==> src/hw/rtl/gbi_pkg.sv <==
package gbi_pkg;

  // Width of the shared datapath; holds the largest numerator (G*m*|d| << frac)
  localparam int EW           = 130;
  // Quotient bits produced by the divider; larger quotients clip to the cap
  localparam int QB           = 34;
  localparam int CAP_BIT      = 33;
  // Root digits of the square root (radicand window is 2*SQ_STEPS bits)
  localparam int SQ_STEPS     = 35;
  // Signed width of the collide numerator
  localparam int SW           = 68;
  localparam int FRAC_BITS_DEF = 16;
  localparam int AW           = 5;

  typedef enum logic [1:0] {
    EM_MUL,
    EM_DIV,
    EM_SQRT
  } eng_mode_t;

  typedef struct packed {
    logic            start;
    eng_mode_t       mode;
    logic [EW-1:0]   a;
    logic [EW-1:0]   b;
    logic [EW-1:0]   c;
  } eng_req_t;

  typedef struct packed {
    logic            done;
    logic [EW-1:0]   res;
  } eng_rsp_t;

  typedef struct packed {
    logic [31:0] grav;
    logic [31:0] mass;
    logic        fixed;
  } cfg_t;

  typedef struct packed {
    logic        px;
    logic        py;
    logic        vx;
    logic        vy;
    logic [31:0] val;
  } ld_t;

endpackage

==> src/hw/rtl/gbi_apb.sv <==
module gbi_apb #(
  parameter int FRAC_BITS = gbi_pkg::FRAC_BITS_DEF
) (
  input  logic                   clk,
  input  logic                   rst_n,
  input  logic                   psel,
  input  logic                   penable,
  input  logic                   pwrite,
  input  logic [gbi_pkg::AW-1:0] paddr,
  input  logic [31:0]            pwdata,
  output logic [31:0]            prdata,
  output gbi_pkg::cfg_t          cfg,
  output gbi_pkg::ld_t           ld
);

  typedef enum logic [2:0] {
    R_GRAV,
    R_MASS,
    R_FIXED,
    R_SX,
    R_SY,
    R_SVX,
    R_SVY
  } reg_idx_t;

  localparam logic [31:0] ONE = 32'(64'd1 << FRAC_BITS);

  logic [31:0] grav_r;
  logic [31:0] mass_r;
  logic        fixed_r;
  logic [31:0] sx_r;
  logic [31:0] sy_r;
  logic [31:0] svx_r;
  logic [31:0] svy_r;
  logic        wr;
  reg_idx_t    idx;

  assign wr  = psel && penable && pwrite;
  assign idx = reg_idx_t'(paddr[gbi_pkg::AW-1:2]);

  always_ff @(posedge clk) begin
    if (!rst_n) begin
      grav_r  <= ONE;
      mass_r  <= ONE;
      fixed_r <= 1'b0;
      sx_r    <= '0;
      sy_r    <= '0;
      svx_r   <= '0;
      svy_r   <= '0;
    end else if (wr) begin
      case (idx)
        R_GRAV:  grav_r  <= pwdata;
        R_MASS:  mass_r  <= pwdata;
        R_FIXED: fixed_r <= pwdata[0];
        R_SX:    sx_r    <= pwdata;
        R_SY:    sy_r    <= pwdata;
        R_SVX:   svx_r   <= pwdata;
        R_SVY:   svy_r   <= pwdata;
        default: ;
      endcase
    end
  end

  always_comb begin
    case (idx)
      R_GRAV:  prdata = grav_r;
      R_MASS:  prdata = mass_r;
      R_FIXED: prdata = {31'd0, fixed_r};
      R_SX:    prdata = sx_r;
      R_SY:    prdata = sy_r;
      R_SVX:   prdata = svx_r;
      R_SVY:   prdata = svy_r;
      default: prdata = '0;
    endcase
  end

  assign cfg.grav  = grav_r;
  assign cfg.mass  = mass_r;
  assign cfg.fixed = fixed_r;

  // start registers also load the body state as they are written
  assign ld.px  = wr && (idx == R_SX);
  assign ld.py  = wr && (idx == R_SY);
  assign ld.vx  = wr && (idx == R_SVX);
  assign ld.vy  = wr && (idx == R_SVY);
  assign ld.val = pwdata;

endmodule

==> config.mk <==
export PLATFORM = sky130hd
export DESIGN_NAME = gbi_apb
export DESIGN_NICKNAME = d
export VERILOG_FILES = /design/src/hw/rtl/gbi_pkg.sv /design/src/hw/rtl/gbi_apb.sv
export SDC_FILE = /design/constraint.sdc
export NUM_CORES = 1
export LEC_CHECK = 0
export BUFFER_PORTS_ARGS = -buffer_cell sky130_fd_sc_hd__buf_2
export CAP_MARGIN = 10
export CORE_MARGIN = 1.5
export CORE_UTILIZATION = 55
export CTS_CLUSTER_SIZE = 16
export DETAILED_ROUTE_END_ITERATION = 8
export PLACE_DENSITY = 0.85
export SLEW_MARGIN = 20
export SYNTH_ARGS = -nofsm -noshare
export SYNTH_HDL_FRONTEND = slang
export SYNTH_SLANG_ARGS = --single-unit
export TNS_END_PERCENT = 20
==> constraint.sdc <==
create_clock -name clk -period 1.55 [get_ports clk]
set_clock_uncertainty 0.1 [all_clocks]
set_input_delay 0.155 -clock clk [delete_from_list [all_inputs] [get_ports clk]]
set_output_delay 0.155 -clock clk [all_outputs]
set_load 0.1 [all_outputs]
Word-level counts from Yosys, hierarchy flattened
Index checks and enable logic that the tools add are counted.

Bits in registers: 193. Latch bits: 0. Bits in writable memories: 0. Bits in read-only memories: 0. Input bits: 42. Output and inout bits: 133. Word-level logic and storage cells: 28. Memories: 0.

Add/subtract/negate cells: 0. Multipliers: 0. Div/mod/pow operators: 0. Order comparisons: 0. Equal/unequal tests: 6. Shifts and indexed selects: 0. Mux-type cells: 1. Bitwise operators: 0. Reduce and logical (&&, ||, !) cells: 14.

Operator list (number): $pmux W32 S7 (1); $reduce_and A2 Y1 (7); $eq A3 B3 Y1 const B (3); $eq A3 B2 Y1 const B (2); $logic_and A1 B1 Y1 (6); $eq A3 B1 Y1 const B (1); $logic_not A3 Y1 (1).

Longest topological paths before layout
Gate-level depths: netlist of the first run.

Depth after elaboration: 3. Depth in mapped cells: 6. Depth with buffers taken out: 3.

Least setup slack after synthesis of the first run
OpenSTA, ideal clock, no wires.

Kind: flip-flop to output port. From: reg grav_r[22]. To: out prdata[22]. Arrival: 3.236 ns. Required time: 1.295 ns. Slack: -1.941 ns. Cell stages (with the launch flop): 3. Buffers on the path: 0. Path through: dfxtp_1 > a22oi_1 > o21ai_0.

Longest elaborated chain between the ends: 1.

Ends and longest elaborated chain: from (decl) (RTL line gbi_apb.sv:28) `logic [31:0] grav_r;`; from (signal assigned) (RTL line gbi_apb.sv:52) `R_GRAV: grav_r <= pwdata;`; $pmux W32 S7 (RTL line gbi_apb.sv:65) `case (idx)`; to (decl) (RTL line gbi_apb.sv:11) `output logic [31:0] prdata,`.

Every way passes these cells.

Final worst setup path of the first run
From: reg sy_r[2]. To: out prdata[2].

Longest elaborated chain between the ends: 1.

Ends and longest elaborated chain: from (decl) (RTL line gbi_apb.sv:32) `logic [31:0] sy_r;`; from (signal assigned) (RTL line gbi_apb.sv:56) `R_SY: sy_r <= pwdata;`; $pmux W32 S7 (RTL line gbi_apb.sv:65).

Every way passes these cells.

==> key figures, run 1 <==
Route
  • Routed vias: 7,948
  • Pre-antenna DRT Iters: 9
  • Initial drt markers: 764
  • WL met3: 2230 µm
  • Final antenna-violating net count: 0
  • Post-Route WL: 28,500 µm
  • Wirelength per Cell: roughly 22 µm
  • DRC viols: 0
  • Drt via density: 6.01
  • Met2 routed WL: ~14,000 µm
  • Highest Signal Layer: met4
  • Routed length on met1: 11,100 µm

Yosys
  • Post-synthesis cell type count: 32
  • Yosys warnings: 0
  • Number of synthesized register bits: 193
  • Mapped Cells: around 900
  • Post-synthesis mux area share: 0.287
  • Post-Synthesis Cell Area: 8770 µm²
  • Simple logic cell fraction of the synthesized area: 0.132
  • Async SR Flop Fraction: 0
  • Most used flip-flop cell after synthesis: dfxtp_1
  • Seq/Total Area, Yosys: 0.440
  • Post-synth EDFFs: 0
  • Main combinational cell family by area after synthesis: multiplexers
  • Synth Area in Adders: 0
  • Xor/xnor cell area share of the yosys netlist: 0
  • Syn Area/Cell: 9.77 µm²
  • Synth Area in Compound Gates: 0.0682
  • Post-Syn Nets: 940

Worst setup path
  • Crit path largest cell delay: 0.32 ns
  • Worst-path cell with the longest stage delay: dfxtp_1
  • Worst path required time: about 1.3 ns
  • Critical path buffer and inverter count: 2
  • CP Capture Type: primary output
  • Reg2Reg Depth: 3
  • CP Launch Type: flop
  • Crit-path leading delay family: buffers and inverters
  • CP cell instances: mux2_4, a221oi_2, buf_4, a21oi_4, buf_12
  • Worst Path Arrival: approximately 1.7 ns
  • WP depth: 5
  • Crit Path Max Fanout: 2
  • Critical path class: reg2out

STA
  • Slew margin rel.: 0.645
  • RSZ-0062 raised after global routing: yes
  • Fin worst setup slack: -0.381 ns
  • Tightest Pin Transition: 0.536 ns
  • Post-route setup TNS: -9.14 ns
  • Final Cycle Share: 1.25
  • Final Hold Fails: 0
  • Fmax: 518 MHz
  • Final setup viols: 36
  • Max-slew violation count: 0
  • Minimum clock period: slightly below 2 ns
  • Hold slack: 0.00136 ns

Die
  • Starting Density: 0.571
  • Row count: 45
  • Chip width: approximately 130 µm
  • Overall die height: approximately 130 µm
  • Boundary pin count: 175
  • Die area: 16,700 µm²
  • Core area: 15,400 µm²

Global route
  • Largest net degree at the start of global routing: 46
  • Vias in the first global route: 8,096
  • Grt total ovfl: 0
  • First-pass GRT wire length: 43,800 µm
  • Initial antenna violation count: 0
  • GRT Util Overall: 0.343

Finish
  • Area Growth Syn to Fin: 43.5%
  • Final net count: ~1.1k
  • Commonest non-fill, non-tap cell in the layout: nand2_1
  • Most frequent cells in the layout: nand2_1, mux2i_1, buf_2, dfxtp_1, buf_4
  • Fillers: 798
  • Share of cells above drive strength 1: 0.452
  • N_diodes: 0

Place
  • Detailed Place HPWL: 17,500 µm
  • Place WS: -0.419 ns
  • Number of port buffers: 172
  • GP Congestion: 0.839

Run status
  • Failing checks: negative setup slack
  • Status: complete, but fails checks

Clock tree
  • Root Buffer: clkbuf_16
  • CTS max path bufs: 2
  • TritonCTS clock tree: done
  • CTS buffer count: 17
  • Clk_lat worst skew: 0.45 ns
  • CTS Sinks: 193
  • Htree depth: 4
  • Worst-path clk slew: roughly 0.07 ns

Min path
  • Worst Hold Depth: 3
  • Tightest Hold Check Type: in2reg

Power and ir drop
  • Pwr Density: 897 nW/µm²
  • Worst VDD drop: 1050 µV
  • Leakage: 5.05 nW
  • Total chip power: 11.3 mW

Job
  • # Max-Cap Violations: 0
==> worst min-delay path, stage by stage <==
cell and delay (ns):
buf_2 0.10, nand2_1 0.16, mux2i_1 0.10
==> layout make-up <==
class	instances	area, µm²	area share
Tap cell	211	264	0.0210
Multi-Input combinational cell	600	5150	0.409
Clock buffer	23	522	0.0414
Sequential cell	193	4060	0.323
Inverter	2	7.51	0.000596
Timing Repair Buffer	285	2520	0.200
Clock inverter	9	61.3	0.00487
==> stage by stage <==
stage	instances	utilization	area, µm²
6_report	1323	0.819	12600
5_1_grt	1323	0.819	12600
4_1_cts	1323	0.815	12500
3_5_place_dp	1283	0.752	11600
3_3_place_gp	1283	0.752	11600
2_1_floorplan	898	-	9590
==> state kept, by name (all words and copies together) (netlist names) <==
name     flops
grav_r      32
mass_r      32
sx_r        32
fixed_r      1
svx_r       32
svy_r       32
sy_r        32
==> per-layer routing <==
metal,global-route usage,vias up
li1,-,3502
met1,0.410,3883
met2,0.582,454
met3,0.0690,109
met4,0.186,0
met5,0,-
==> cells in the mapped netlist (4+ instances only) <==
cell type  instances  area [µm²]
nand2b_1           4        25.0
clkbuf_1          32         120
dfxtp_1          193        3860
a22oi_1           10        75.1
o2bb2ai_1          8        70.1
o22ai_1            5        31.3
nor2b_1            7        43.8
buf_4             52         390
a221o_1            8        80.1
mux4_2             6         135
mux2_2            27         304
mux2i_1          208        2080
nor2_1            21        78.8
a221oi_1          27         236
a31oi_1            9        56.3
nand2_1          241         905
buf_2             14        70.1
==> kinds of logic (layout without fill, tap and decap cells) <==
logic type | Yosys count | after routing
buffers and inverters | 105 | 319
multiplexers | 241 | 241
AO/OA/AOI/OAI | 75 | 75
AND/OR/NAND/NOR | 284 | 284
flip-flops | 193 | 193
==> final timing paths <==
kind,startpoint,slack (ns),end
setup / recovery,sy_r[2],-0.38,prdata[2]
hold / removal,pwdata[4],0.001,mass_r[4]
setup reg to reg,grav_r[29],0.69,grav_r[29]
hold reg to reg,svx_r[19],0.36,svx_r[19]
==> power by group <==
part / total, mW / leakage (nW) / internal (mW) / switching, mW
Sequential: 4.95 / 1.60 / 4.92 / 0.0282
Clock: 4.42 / 0.291 / 2.40 / 2.02
Combinational: 1.93 / 3.16 / 0.591 / 1.34
Total: 11.3 / 5.05 / 7.91 / 3.39
==> timing repair <==
action,CTS,global route
hold endpoints to repair,17,0
hold buffers,3,0
pin swaps,14,2
resized for setup,55,12
endpoints found under the setup margin,36,37
setup buffers,5,0
Note: power is estimated with default switching activity, not from simulation.
==> inputs of run 2 (changes only) <==
--- a/config.mk
+++ b/config.mk
@@ -11,7 +11,9 @@
 export CORE_UTILIZATION = 55
 export CTS_CLUSTER_SIZE = 16
 export DETAILED_ROUTE_END_ITERATION = 8
+export GPL_TIMING_DRIVEN = 0
 export PLACE_DENSITY = 0.85
+export SETUP_SLACK_MARGIN = 0.4
 export SLEW_MARGIN = 20
 export SYNTH_ARGS = -nofsm -noshare
 export SYNTH_HDL_FRONTEND = slang
==> constraint.sdc (replaced) <==
create_clock -name clk -period 1.95 [get_ports clk]
set_clock_uncertainty 0.1 [all_clocks]
set_input_delay 0.195 -clock clk [delete_from_list [all_inputs] [get_ports clk]]
set_output_delay 0.195 -clock clk [all_outputs]
set_load 0.1 [all_outputs]
==> run 2 against run 1 <==
Against the previous run: the flow still finishes with violations (negative setup slack); global-route usage rose by 0.54 points; power fell by 19%; via count rose by 6.5%; cell count rose by 0.30%; register-to-register slack improved by 0.38 ns; first-iteration DRC count rose by 27%; wire length rose by 18%; worst hold slack improved by 0.0040 ns; setup slack improved by 0.18 ns; critical endpoint is now prdata[10]; largest power group unchanged.
==> key figures, run 2 (synthesis gave the netlist of run 1 again) <==
Min path
  • Worst Hold Depth: 3
  • Tightest Hold Check Type: in2reg
  • Hold EP: mass_r[31]
  • Worst min-delay path startpoint: paddr[3]

Global route
  • Largest net degree at the start of global routing: 17
  • Vias in the first global route: 7,789
  • Initial antenna violation count: 0
  • GRT Util Overall: 0.349
  • Grt total ovfl: 0
  • First-pass GRT wire length: 43,500 µm

Route
  • Final antenna-violating net count: 0
  • Drt via density: 6.38
  • Initial drt markers: 971
  • Pre-antenna DRT Iters: 6
  • DRC viols: 0
  • Post-Route WL: 33,700 µm
  • Routed vias: between 8k and 9k
  • Wirelength per Cell: 25.4 µm

Worst setup path
  • Crit Path Max Fanout: 10
  • CP dominant cell by count: buf_12
  • Crit path largest cell delay: 0.63 ns
  • CP cell instances: buf_12, buf_8, nor2b_1, clkbuf_4, a221oi_1, nor2_4, buf_12
  • Worst path required time: 1.65 ns
  • CP Capture Type: primary output
  • R2R Path End: sx_r[20]
  • R2R setup slack: 1.07 ns
  • Worst-path cell with the longest stage delay: a221oi_1
  • Worst Path Arrival: 1.86 ns
  • Critical path class: in2out
  • CP Launch Type: input pin
  • Critical R2R Launch: sx_r[20]
  • Reg2Reg Depth: 2

Place
  • Number of port buffers: between 150 and 200
  • GP Congestion: 0.871
  • Detailed Place HPWL: 18,600 µm
  • Place WS: -0.335 ns
  • Inst Count DP: 1,279

Die
  • Starting Density: 0.571
  • Die area: 16,700 µm²
  • Row count: 45
  • Chip width: 129 µm
  • Overall die height: 129 µm
  • Core area: 15,400 µm²
  • Boundary pin count: around 180

Clock tree
  • Root Buffer: clkbuf_16
  • CTS Sinks: 193
  • Worst-path clk slew: 0.07 ns
  • Htree depth: 4
  • TritonCTS clock tree: done
  • CTS buffer count: 17
  • Clk_lat worst skew: 0.45 ns
  • CTS max path bufs: 2

Run status
  • Failing checks: negative setup slack
  • Status: complete, but fails checks

STA
  • Tightest Pin Transition: roughly 0.87 ns
  • Slew margin rel.: 0.422
  • Fmax: 464 MHz
  • Final Cycle Share: 1.10
  • Minimum clock period: 2.15 ns
  • Max-slew violation count: 0
  • Final setup viols: 3
  • Final Hold Fails: 0
  • Fin worst setup slack: -0.205 ns
  • RSZ-0062 raised after global routing: yes

Job
  • # Max-Cap Violations: 0

Power and ir drop
  • Leakage: roughly 5.0 nW
  • Worst VDD drop: 658 µV
  • Pwr Density: 726 nW/µm²

Finish
  • Register area: just over 4000 µm²
  • Multi-input logic area: 5300 µm²
  • N_diodes: 0
  • Finished Layout Cells: 1,327
  • Final net count: 1,145
  • Most frequent cells in the layout: nand2_1, mux2i_1, buf_2, dfxtp_1, buf_4
  • Commonest non-fill, non-tap cell in the layout: nand2_1
  • Fillers: 752
  • Share of cells above drive strength 1: 0.447
  • Area Growth Syn to Fin: 44.5%
## run 2: changes by cell type in the layout (fill, tap and decap cells not counted), moves of 5 or more
cell / delta
buf_4: -23
clkbuf_1: +23
buf_12: -12
clkbuf_4: +11
dfxtp_2: +10
dfxtp_1: -9
nand2_1: +9
nand2_2: -9
a221oi_4: +8
buf_2: -8
a221oi_2: -7
clkbuf_8: +5
## run 2: metrics by stage
step	util	hold WS, ns	total power [mW]	cell area [µm²]	TNS [ns]
2_1_floorplan	-	0.264	5.05	9660	0
3_3_place_gp	0.701	0.338	5.34	10800	-6.61
3_5_place_dp	0.701	0.347	5.35	10800	-7.32
4_1_cts	0.785	-0.0111	8.96	12100	0
5_1_grt	0.825	0.00158	9.36	12700	-0.508
6_report	0.825	0.00535	9.20	12700	-0.257
## run 2: layout make-up
cell class / instances / area share
clock inverters: 7 / 0.00523
multi-input cells: 600 / 0.418
flip-flops and latches: 193 / 0.321
clock buffers: 25 / 0.0425
well taps: 211 / 0.0208
plain buffers: 103 / 0.0683
repair buffers: 186 / 0.123
inverters: 2 / 0.000790
## run 2: report_power, final
part | switching [mW] | internal [mW]
sequential | 0.0253 | 3.91
clock | 1.61 | 2.06
combinational | 1.14 | 0.458
## run 2: worst max path at each step
stage	from	end	slack, ns	depth (start not counted)
2_1_floorplan	paddr[3]	prdata[13]	0.23	5
3_3_place_gp	paddr[4]	prdata[22]	-0.31	6
3_5_place_dp	paddr[4]	prdata[22]	-0.34	6
4_1_cts	mass_r[19]	prdata[19]	0.02	4
5_1_grt	paddr[2]	prdata[10]	-0.37	7
6_report	paddr[2]	prdata[10]	-0.20	7
## run 2: critical path: cells and delay by family
family / cells / cell delay [ns]
buf+inv: 4 / 0.70
compound gates: 1 / 0.63
simple gates: 2 / 0.31
## run 2: what timing repair did
item                                    in CTS  in global routing
hold endpoints to repair                     4                  1
setup buffers                               10                  3
hold buffers                                 1                  1
gates cloned                                 1                  0
pin swaps                                    5                 32
resized for setup                          141                147
endpoints found under the setup margin      38                 46
## run 2: routing by layer
layer,vias to the layer above,GRT usage,share of wire
met4,0,0.151,0.065
met2,719,0.566,0.46
met1,4023,0.441,0.36
met3,223,0.0884,0.11
li1,3501,-,-
met5,-,0,0
==> inputs of run 3 (changes only) <==
--- a/config.mk
+++ b/config.mk
@@ -8,11 +8,10 @@
 export BUFFER_PORTS_ARGS = -buffer_cell sky130_fd_sc_hd__buf_2
 export CAP_MARGIN = 10
 export CORE_MARGIN = 1.5
-export CORE_UTILIZATION = 55
+export CORE_UTILIZATION = 40
 export CTS_CLUSTER_SIZE = 16
 export DETAILED_ROUTE_END_ITERATION = 8
-export GPL_TIMING_DRIVEN = 0
-export PLACE_DENSITY = 0.85
+export PLACE_DENSITY = 0.66
 export SETUP_SLACK_MARGIN = 0.4
 export SLEW_MARGIN = 20
 export SYNTH_ARGS = -nofsm -noshare
==> run 3 against run 2 <==
Against the previous run: the flow now finishes without violations; core utilization down 25 points; die area grew 37%; register-to-register slack better by 0.10 ns; clock power shrank 5%; combinational power fell by 10%; critical path type is now reg2out; largest power group unchanged.
==> key figures, run 3 (synthesis gave the netlist of run 1 again) <==
Global route
  • Vias in the first global route: 7,037
  • First-pass GRT wire length: 38,100 µm
  • Grt total ovfl: 0
  • Largest net degree at the start of global routing: 43
  • GRT Util Overall: 0.217
  • Initial antenna violation count: 0

Worst setup path
  • Critical R2R Launch: mass_r[9]
  • Critical path class: reg2out
  • CP Capture Type: primary output
  • Worst-path cell with the longest stage delay: mux4_2
  • Crit path largest cell delay: 0.49 ns
  • CP Launch Type: flop
  • CP cell instances: mux4_2, nor2_4, nor2_4, buf_12
  • Worst path required time: about 1.7 ns
  • Crit Path Max Fanout: 3
  • CP dominant cell by count: nor2_4
  • Critical Path Start: mass_r[21]
  • Worst Path Arrival: 1.59 ns

Die
  • Die area: about 23,000 µm²
  • Starting Density: 0.412
  • Row count: 53
  • Core area: ~21,000 µm²
  • Overall die height: 151 µm
  • Boundary pin count: approximately 180
  • Chip width: 151 µm

Clock tree
  • Root Buffer: clkbuf_16
  • TritonCTS clock tree: done
  • CTS buffer count: 17
  • CTS Sinks: 193
  • CTS max path bufs: 2
  • Htree depth: 4
  • Clk_lat worst skew: approximately 0.42 ns
  • Worst-path clk slew: roughly 0.070 ns

Route
  • Post-Route WL: 24,200 µm
  • Drt via density: 5.23
  • Pre-antenna DRT Iters: 5
  • Initial drt markers: 370
  • DRC viols: 0
  • Final antenna-violating net count: 0
  • Routed vias: 7,057
  • Wirelength per Cell: around 18 µm

Finish
  • Share of cells above drive strength 1: 0.414
  • Final net count: 1,104
  • Fillers: 1,772
  • Commonest non-fill, non-tap cell in the layout: nand2_1
  • Area Growth Syn to Fin: 39.6%
  • N_diodes: 0
  • Most frequent cells in the layout: nand2_1, mux2i_1, buf_2, dfxtp_1, buf_12
  • Post-layout instance area: 12,200 µm²

Power and ir drop
  • Worst VDD drop: about 540 µV
  • Leakage: 4.81 nW
  • Total chip power: 8.84 mW
  • Pwr Density: 722 nW/µm²

STA
  • Hold slack: 0.0316 ns
  • Final Cycle Share: 0.969
  • Final Hold Fails: 0
  • Fmax: 529 MHz
  • RSZ-0062 raised after global routing: yes
  • Max-slew violation count: 0
  • Tightest Pin Transition: 0.526 ns
  • Minimum clock period: 1.89 ns
  • Slew margin rel.: 0.652
  • Final setup viols: 0

Place
  • Detailed Place HPWL: 16,700 µm
  • GP Congestion: between 0.8 and 0.9
  • Number of port buffers: 172
  • Placed inst area: 11,500 µm²

Min path
  • Tightest Hold Check Type: in2reg
  • Worst min-delay path startpoint: pwdata[16]

Job
  • # Max-Cap Violations: 0

Run status
  • Status: complete, no violations
## run 3: cell count changes in the layout (fill, tap and decap cells not counted), moves of 6 or more
cell	delta
a221oi_4	-11
a221oi_2	+6
buf_12	+18
dfxtp_1	+12
buf_6	-8
dfxtp_2	-11
mux2_2	+10
buf_2	+12
buf_4	-16
mux2_4	-10
clkbuf_1	-23
clkbuf_4	-12
## run 3: critical path: cells and delay by family, from the launching register on
| family | cells | cell delay, ns |
|---|---|---|
| flip-flops | 1 | 0.35 |
| AND/OR/NAND/NOR | 2 | 0.17 |
| buffers and inverters | 1 | 0.16 |
| multiplexers | 1 | 0.49 |
## run 3: power by group
part / total (mW) / internal [mW] / switching, mW
clock: 3.48 / 1.92 / 1.56
sequential: 3.93 / 3.91 / 0.0191
combinational: 1.44 / 0.426 / 1.01
## run 3: repair_timing
action	4_1_cts	5_1_grt
setup endpoints to repair	37	40
hold buffers	2	0
cloned	0	0
resized for setup	21	1
pin swaps	4	3
setup buffers	0	2
hold endpoints to repair	4	0
## run 3: routing by layer
metal / track usage / routed length [µm]
met5: 0 / 0
met2: 0.368 / 12000
met4: 0.0583 / 302
met3: 0.0437 / 1020
met1: 0.280 / 10900
## run 3: layout make-up
class	instances	area (µm²)	share of cell area
inverter	2	10.0	0.000817
multi-input combinational	600	4980	0.407
clock inverter	10	97.6	0.00797
sequential	193	4050	0.331
timing repair buffer	248	2280	0.186
clock buffer	22	485	0.0396
tap	275	344	0.0281
## run 3: final timing paths
kind	slack, ns	depth (start not counted)	to
worst min register to register	0.36	2	svx_r[18]
worst min-delay path	0.03	3	svx_r[16]
worst max register to register	1.17	3	mass_r[9]
worst max-delay path	0.06	4	prdata[21]
## run 3: stage by stage
| step | std cells | setup slack [ns] | utilization | setup TNS (ns) |
|---|---|---|---|---|
| 2_1_floorplan | 898 | 0.227 | - | 0 |
| 3_3_place_gp | 1314 | 0.00592 | 0.542 | 0 |
| 3_5_place_dp | 1314 | -0.0270 | 0.542 | -0.133 |
| 4_1_cts | 1348 | 0.0461 | 0.575 | 0 |
| 5_1_grt | 1350 | 0.00151 | 0.575 | 0 |
| 6_report | 1350 | 0.0609 | 0.575 | 0 |
